[src/rtl/core/fslwl_pkg.sv]
// Types and constants for the settings log with wear levelling.
package fslwl_pkg;

    localparam int DATA_W   = 16;
    localparam int SEL_W    = 2;
    localparam int REQ_W    = 3;
    localparam int IDX_W    = 9;
    localparam int POS_W    = 9;
    localparam int CFG_IDX_W = 1;

    localparam logic [DATA_W-1:0] ERASED_WORD     = 16'hFFFF;
    localparam logic [DATA_W-1:0] ENTRY_HIGH_MASK = 16'hFF00;
    localparam logic [DATA_W-1:0] SETTLE_TICKS_RST = 16'd3000;
    localparam logic [SEL_W-1:0]  DEFAULT_SEL_RST  = 2'd0;

    typedef enum logic [CFG_IDX_W-1:0] {
        CFG_SETTLE_TICKS = 1'b0,
        CFG_DEFAULT_SEL  = 1'b1
    } t_cfg_idx;

    typedef enum logic [REQ_W-1:0] {
        REQ_TICK    = 3'd0,
        REQ_CHANGE  = 3'd1,
        REQ_SAVE    = 3'd2,
        REQ_RESTORE = 3'd3,
        REQ_PRELOAD = 3'd4
    } t_req;

    typedef enum logic [2:0] {
        ST_INIT,
        ST_IDLE,
        ST_CHK0,
        ST_SCAN,
        ST_ERASE,
        ST_WIPE,
        ST_WIPE_END
    } t_state;

    typedef struct packed {
        logic exec;
        logic addr_clr;
        logic addr_one;
        logic addr_inc;
        logic sweep_we;
        logic sweep_chk;
        logic restore_def;
        logic scan_hold;
        logic scan_end_bad;
        logic scan_end_last;
        logic res_valid;
        logic res_wrote;
        logic res_erased;
        logic res_use_dirty;
    } t_dp_cmd;

    typedef struct packed {
        logic save_ok;
        logic log_full;
        logic slot_bad;
        logic at_last;
    } t_dp_stat;

endpackage

[src/rtl/core/fslwl_ctrl.sv]
// Sequencer for requests, page sweeps and restore scans.
module fslwl_ctrl
    import fslwl_pkg::*;
(
    input  logic             i_clk,
    input  logic             i_rst_n,
    input  logic             i_start,
    input  logic [REQ_W-1:0] i_req_type,
    input  t_dp_stat         i_stat,
    output t_dp_cmd          o_cmd,
    output logic             o_busy
);

    t_state  r_state;
    t_state  n_state;
    t_dp_cmd w_cmd;

    always_ff @(posedge i_clk) begin
        if (!i_rst_n) begin
            r_state <= ST_INIT;
        end else begin
            r_state <= n_state;
        end
    end

    always_comb begin
        n_state = r_state;
        case (r_state)
            ST_INIT: begin
                if (i_stat.at_last) n_state = ST_IDLE;
            end
            ST_IDLE: begin
                if (i_start) begin
                    case (t_req'(i_req_type))
                        REQ_RESTORE: n_state = ST_CHK0;
                        REQ_SAVE: begin
                            if (i_stat.save_ok && i_stat.log_full) n_state = ST_ERASE;
                        end
                        default: n_state = ST_IDLE;
                    endcase
                end
            end
            ST_CHK0: begin
                n_state = i_stat.slot_bad ? ST_WIPE : ST_SCAN;
            end
            ST_SCAN: begin
                if (i_stat.slot_bad || i_stat.at_last) n_state = ST_IDLE;
            end
            ST_ERASE: begin
                if (i_stat.at_last) n_state = ST_IDLE;
            end
            ST_WIPE: begin
                if (i_stat.at_last) n_state = ST_WIPE_END;
            end
            ST_WIPE_END: n_state = ST_IDLE;
            default: n_state = ST_IDLE;
        endcase
    end

    always_comb begin
        w_cmd = '0;
        case (r_state)
            ST_INIT: begin
                w_cmd.sweep_we = 1'b1;
                w_cmd.addr_clr = i_stat.at_last;
                w_cmd.addr_inc = !i_stat.at_last;
            end
            ST_IDLE: begin
                if (i_start) begin
                    w_cmd.exec = 1'b1;
                    case (t_req'(i_req_type))
                        REQ_RESTORE: w_cmd.addr_clr = 1'b1;
                        REQ_SAVE: begin
                            if (i_stat.save_ok && i_stat.log_full) begin
                                w_cmd.addr_clr = 1'b1;
                            end else begin
                                w_cmd.res_valid = 1'b1;
                                w_cmd.res_wrote = i_stat.save_ok;
                            end
                        end
                        default: w_cmd.res_valid = 1'b1;
                    endcase
                end
            end
            ST_CHK0: begin
                if (i_stat.slot_bad) begin
                    w_cmd.restore_def = 1'b1;
                    w_cmd.addr_clr    = 1'b1;
                end else begin
                    w_cmd.scan_hold = 1'b1;
                    w_cmd.addr_one  = 1'b1;
                end
            end
            ST_SCAN: begin
                if (i_stat.slot_bad) begin
                    w_cmd.scan_end_bad = 1'b1;
                    w_cmd.res_valid    = 1'b1;
                end else if (i_stat.at_last) begin
                    w_cmd.scan_end_last = 1'b1;
                    w_cmd.res_valid     = 1'b1;
                end else begin
                    w_cmd.scan_hold = 1'b1;
                    w_cmd.addr_inc  = 1'b1;
                end
            end
            ST_ERASE: begin
                w_cmd.sweep_we = 1'b1;
                if (i_stat.at_last) begin
                    w_cmd.addr_clr   = 1'b1;
                    w_cmd.res_valid  = 1'b1;
                    w_cmd.res_wrote  = 1'b1;
                    w_cmd.res_erased = 1'b1;
                end else begin
                    w_cmd.addr_inc = 1'b1;
                end
            end
            ST_WIPE: begin
                w_cmd.sweep_we  = 1'b1;
                w_cmd.sweep_chk = 1'b1;
                w_cmd.addr_clr  = i_stat.at_last;
                w_cmd.addr_inc  = !i_stat.at_last;
            end
            ST_WIPE_END: begin
                w_cmd.res_valid     = 1'b1;
                w_cmd.res_wrote     = 1'b1;
                w_cmd.res_use_dirty = 1'b1;
            end
            default: w_cmd = '0;
        endcase
    end

    assign o_cmd  = w_cmd;
    assign o_busy = (r_state != ST_IDLE);

endmodule

[config.mk]
export PLATFORM = sky130hd
export DESIGN_NAME = fslwl_ctrl
export DESIGN_NICKNAME = d
export VERILOG_FILES = /design/src/rtl/core/fslwl_pkg.sv /design/src/rtl/core/fslwl_ctrl.sv
export SDC_FILE = /design/constraint.sdc
export NUM_CORES = 1
export LEC_CHECK = 0
export BUFFER_PORTS_ARGS = -buffer_cell sky130_fd_sc_hd__clkbuf_2
export CAP_MARGIN = 30
export CORE_AREA = 3 3 40 42
export DETAILED_ROUTE_END_ITERATION = 8
export DIE_AREA = 0 0 43 45
export PLACE_DENSITY = 0.61
export RECOVER_POWER = 100
export SLEW_MARGIN = 20
export SYNTH_ARGS = -nofsm -noshare
export SYNTH_HDL_FRONTEND = slang
export SYNTH_SLANG_ARGS = --single-unit
export TNS_END_PERCENT = 30
[constraint.sdc]
create_clock -name i_clk -period 2.45 [get_ports i_clk]
set_clock_uncertainty 0.05 [all_clocks]
set_input_delay 0.3675 -clock i_clk [delete_from_list [all_inputs] [get_ports i_clk]]
set_output_delay 0.3675 -clock i_clk [all_outputs]
set_load 0.05 [all_outputs]
* Word level (Yosys, flattened, before mapping)
Cells that the tools add are included.
** Storage, ports and cells
- Flip-flop bits (word level) :: 3
- Bits of input ports :: 10
- Output and inout port bits :: 15
- Word-level logic and storage cells :: 60
** Cells by class
- Equality and inequality tests :: 14
- Mux-type cells :: 37
- Reduce and logical (&&, ||, !) cells :: 8
** Operator list (count)
- 3-bit 2-to-1 mux :: 7
- 1-bit 2-to-1 mux :: 16
- 3-bit one-hot mux with 5 select lines :: 1
- 3-bit by 2-bit equality test with 1-bit output (second input constant) :: 4
- 2-bit 2-to-1 mux :: 5
- 3-bit equality test (second input constant) :: 3
- 1-bit one-hot mux with 4 select lines :: 2
- 2-bit != test (second input constant) :: 3
- 1-bit one-hot mux with 2 select lines :: 3
- 1-bit one-hot mux with 3 select lines :: 2
- 3-bit one-hot mux with 2 select lines :: 1
- 5-bit AND reduction :: 1
- 2-bit OR reduction :: 2
- 3-bit by 1-bit equality test with 1-bit output (second input constant) :: 1
- 3-bit zero test :: 1
- 3-bit by 1-bit != test with 1-bit output (second input constant) :: 1
- 3-bit != test (second input constant) :: 1
- 3-bit OR reduction :: 1
- 2-bit by 1-bit != test with 1-bit output (second input constant) :: 1
- 1-bit logical AND :: 1
- 1-bit zero test :: 1
- 1-bit logical OR :: 1

* Depth between registers and ports, before layout
- Depth in word-level cells :: 5
- Gate-level depth with buffers :: 5
- Mapped depth without buffers :: 4

* Least setup slack after synthesis
Ideal clock, no wire load.
- Kind :: reg-to-output
- Start point :: reg r_state[1]
- End point :: out o_cmd[2] (netlist name)
- Arrival :: 2.258 ns
- Data required time :: 2.033 ns
- Slack :: -0.225 ns
- Cell stages (with the launch flop) :: 5
- Path buffers :: 1
- Cells stage by stage :: dfxtp_1 buf_2 inv_2 nor3_1 a311o_1
** RTL lines
- from (decl) :: RTL line fslwl_ctrl.sv:14 : t_state r_state;
- from (signal assigned) :: RTL line fslwl_ctrl.sv:22 : r_state <= n_state;
- to (decl) :: RTL line fslwl_ctrl.sv:10 : output t_dp_cmd o_cmd,

==> results.md <==
- Final Hold Viols: 0
- Port bufs: 24
- Global placement routability congestion: 0.776
- Final Slew Violations: 0
- CTS H-Tree Depth: 1
- Core ar.: 0.00128 mm²
- Crit-path cells: nor3b_1, and2_1, clkbuf_1
- Root buffer selected by CTS: clkbuf_4
- Hold endpoint: r_state[0]$_SDFFE_PN0P_
- Chip Width: 43 µm
- # Post-CTS Setup Buffers: 0
- Setup TNS: 0 ps
- Reg2reg start: r_state[2]$_SDFFE_PN0P_
- Placed Cells: 91
- Global-route wire length before repair: 1.90 mm
- Final core area utilization: 0.411
- Max_cap viols: 0
- Beginning of the worst hold path: i_rst_n
- Crit path launch type: flop
- Arr. time, crit path: 1810 ps
- Num rows: 13
- Net Switching: 0.0943 mW
- R2R depth: 4
- Clock power frac: 0.374
- Reg-to-reg slack, setup: 680 ps
- Post-Layout Cell Count: 95
- Initial DRC count: 4
- Largest net degree at the start of global routing: 14
- Multi-input logic area: 307 µm²
- Post-synth top cells: nor2_1 (6), nand2b_1 (5), a21oi_1 (4)
- FF+latch area: 60.1 µm²
- PwrDens: 442 mW/mm²
- Mapped Cells: 56
- Final setup fails: 0
- Critical-path maximum fanout: 13
- Reg power frac: 0.247
- Clk sinks: 3
- Minimum clock period: 2230 ps
- Mapped Area: 417 µm²
- Switching portion of total power: 0.404
- Die Span Y: 45 µm
- Slew @ Worst Pin: 600 ps
- Initial Util: 0.324
- Worst-Skew Late Latency: 230 ps
- Area fraction of the dominant cell type after synthesis: 0.144
- Top FF cell, synth: dfxtp_1
- Comb pwr share: 0.379
- CTS clk-pin slew, worst paths: 40 ps
- Critical path's slowest cell: dfxtp_1
- WL per Instance: 12.2 µm
- Final Cycle Share: 0.909
- DRT Pass-1 Iters: 4
- Io pins: 25
- Library cells used by synthesis: 31
- DP HPWL: 890 µm
- Synth-to-layout area growth: 26.7%
- Most frequent cell after synthesis: nor2_1
- CTS tree: yes
- Setup CP Type: flop to output port
- Mean post-synth cell area: 7.44 µm²
- Top cell type by total area after synthesis: dfxtp_1
- Endpoint class of the critical path: output port
- Ys Warns: 0
- Max incr delay on CP: 550 ps
- DR DRC count: 0
- CTS Buf Count: 3
- Synthesized flop and latch total: 3
- Vias/cell: 5.08
- Worst min path class: input pin to flop
- Lkg Pwr: 0.209 nW
- Remaining Overflow, GRT: 0
- Area contributors post-synth: dfxtp_1 (14%), nand2b_1 (7.5%), nor2_1 (5.4%)
- Cell Int Power: 0.139 mW
- Biggest register: r_state
- Final wirelength: 1.16 mm
- Worst R2R End: r_state[0]$_SDFFE_PN0P_
- Hold-fix buffers, CTS: 0
- Die area: 0.00194 mm²
- Post-synth EDFFs: 0
- Slew headroom: 0.602
- Synthesized net count: 66
- Status: complete, no violations
- Post-cts sizing count: 0
- Hold path cells: 2
- Critical Path RT: 2030 ps
- Antenna-violating nets left: 0
- Max clock buf depth: 2
- Antenna fix cells: 0
- FMAX: 0.449 GHz
- FFs w/ async S/R, synth: 0
- Largest regs: r_state: 3 flops
- Unrepaired setup endpoints after global routing: no
- Vias in the first global route: 418
- Share of cells above drive strength 1: 0.250
- Via count: 483
- Initial antenna violation count: 0
- Nets: 91
- Total GRT Usage: 0.131
- Max reg flops: 3
- Peak VDD IR: 0.176 mV
- Post-synthesis sequential area ratio: 0.144
- Fillers: 150
==> kinds of logic after synthesis <==
logic type / synth area share
buffers and inverters: 0.0901
AND/OR/NAND/NOR: 0.432
AO/OA/AOI/OAI: 0.333
flip-flops: 0.144
==> worst max path at each step <==
stage	start	endpoint	slack, ps	cells after the start
final	r_state[0]$_SDFFE_PN0P_	o_cmd[13]	220	3
after floorplan	r_state[1]$_SDFFE_PN0P_	o_cmd[11]	-60	3
after global routing	r_state[0]$_SDFFE_PN0P_	o_cmd[3]	90	5
after detailed placement	r_state[0]$_SDFFE_PN0P_	o_cmd[2]	540	4
after global placement	r_state[0]$_SDFFE_PN0P_	o_cmd[2]	590	4
after CTS	r_state[0]$_SDFFE_PN0P_	o_cmd[2]	270	4
==> critical path: cells and delay by family (launching register included) <==
| family | cells | cell delay, ps |
|---|---|---|
| simple gates | 2 | 530 |
| buf+inv | 1 | 480 |
| flops | 1 | 550 |
==> metal layers <==
layer | global-route usage | up-vias | routed length (µm)
li1 | - | 255 | -
met1 | 0.197 | 210 | 586
met2 | 0.168 | 16 | 492
met3 | 0.0398 | 2 | 68
met4 | 0.0542 | 0 | 10
met5 | 0 | - | 0
==> through the flow <==
stage | total power, mW | hold WS [ps] | setup slack [ps] | area [µm²]
after floorplan | 0.130 | 449 | -61.4 | 422
after global placement | 0.152 | 580 | 586 | 534
after detailed placement | 0.153 | 583 | 537 | 534
after CTS | 0.243 | 334 | 274 | 561
after global routing | 0.253 | 339 | 89.9 | 528
final | 0.234 | 344 | 223 | 528
==> power groups by stage <==
stage / Sequential [mW] / Clock, mW / Combinational [mW]
after floorplan: 0.0530 / 0 / 0.0765
after CTS: 0.0574 / 0.0911 / 0.0947
after global routing: 0.0580 / 0.100 / 0.0948
final: 0.0576 / 0.0875 / 0.0885
after global placement: 0.0581 / 0 / 0.0938
after detailed placement: 0.0581 / 0 / 0.0945
==> cell type report <==
cell class	instances	area share
tap	15	0.0355
clock buffer	4	0.0498
multi-input combinational	46	0.581
sequential	3	0.114
timing repair buffer	24	0.199
inverter	3	0.0213
==> cells in the final DEF, fill, tap and decap left out, types with 3 or more instances in the layout <==
master / n
dfxtp_1: 3
nand2b_1: 5
clkbuf_4: 3
a21oi_1: 5
and2_1: 3
clkbuf_2: 12
clkbuf_1: 13
nor2_1: 6
Note: power is estimated with default switching activity, not from simulation.
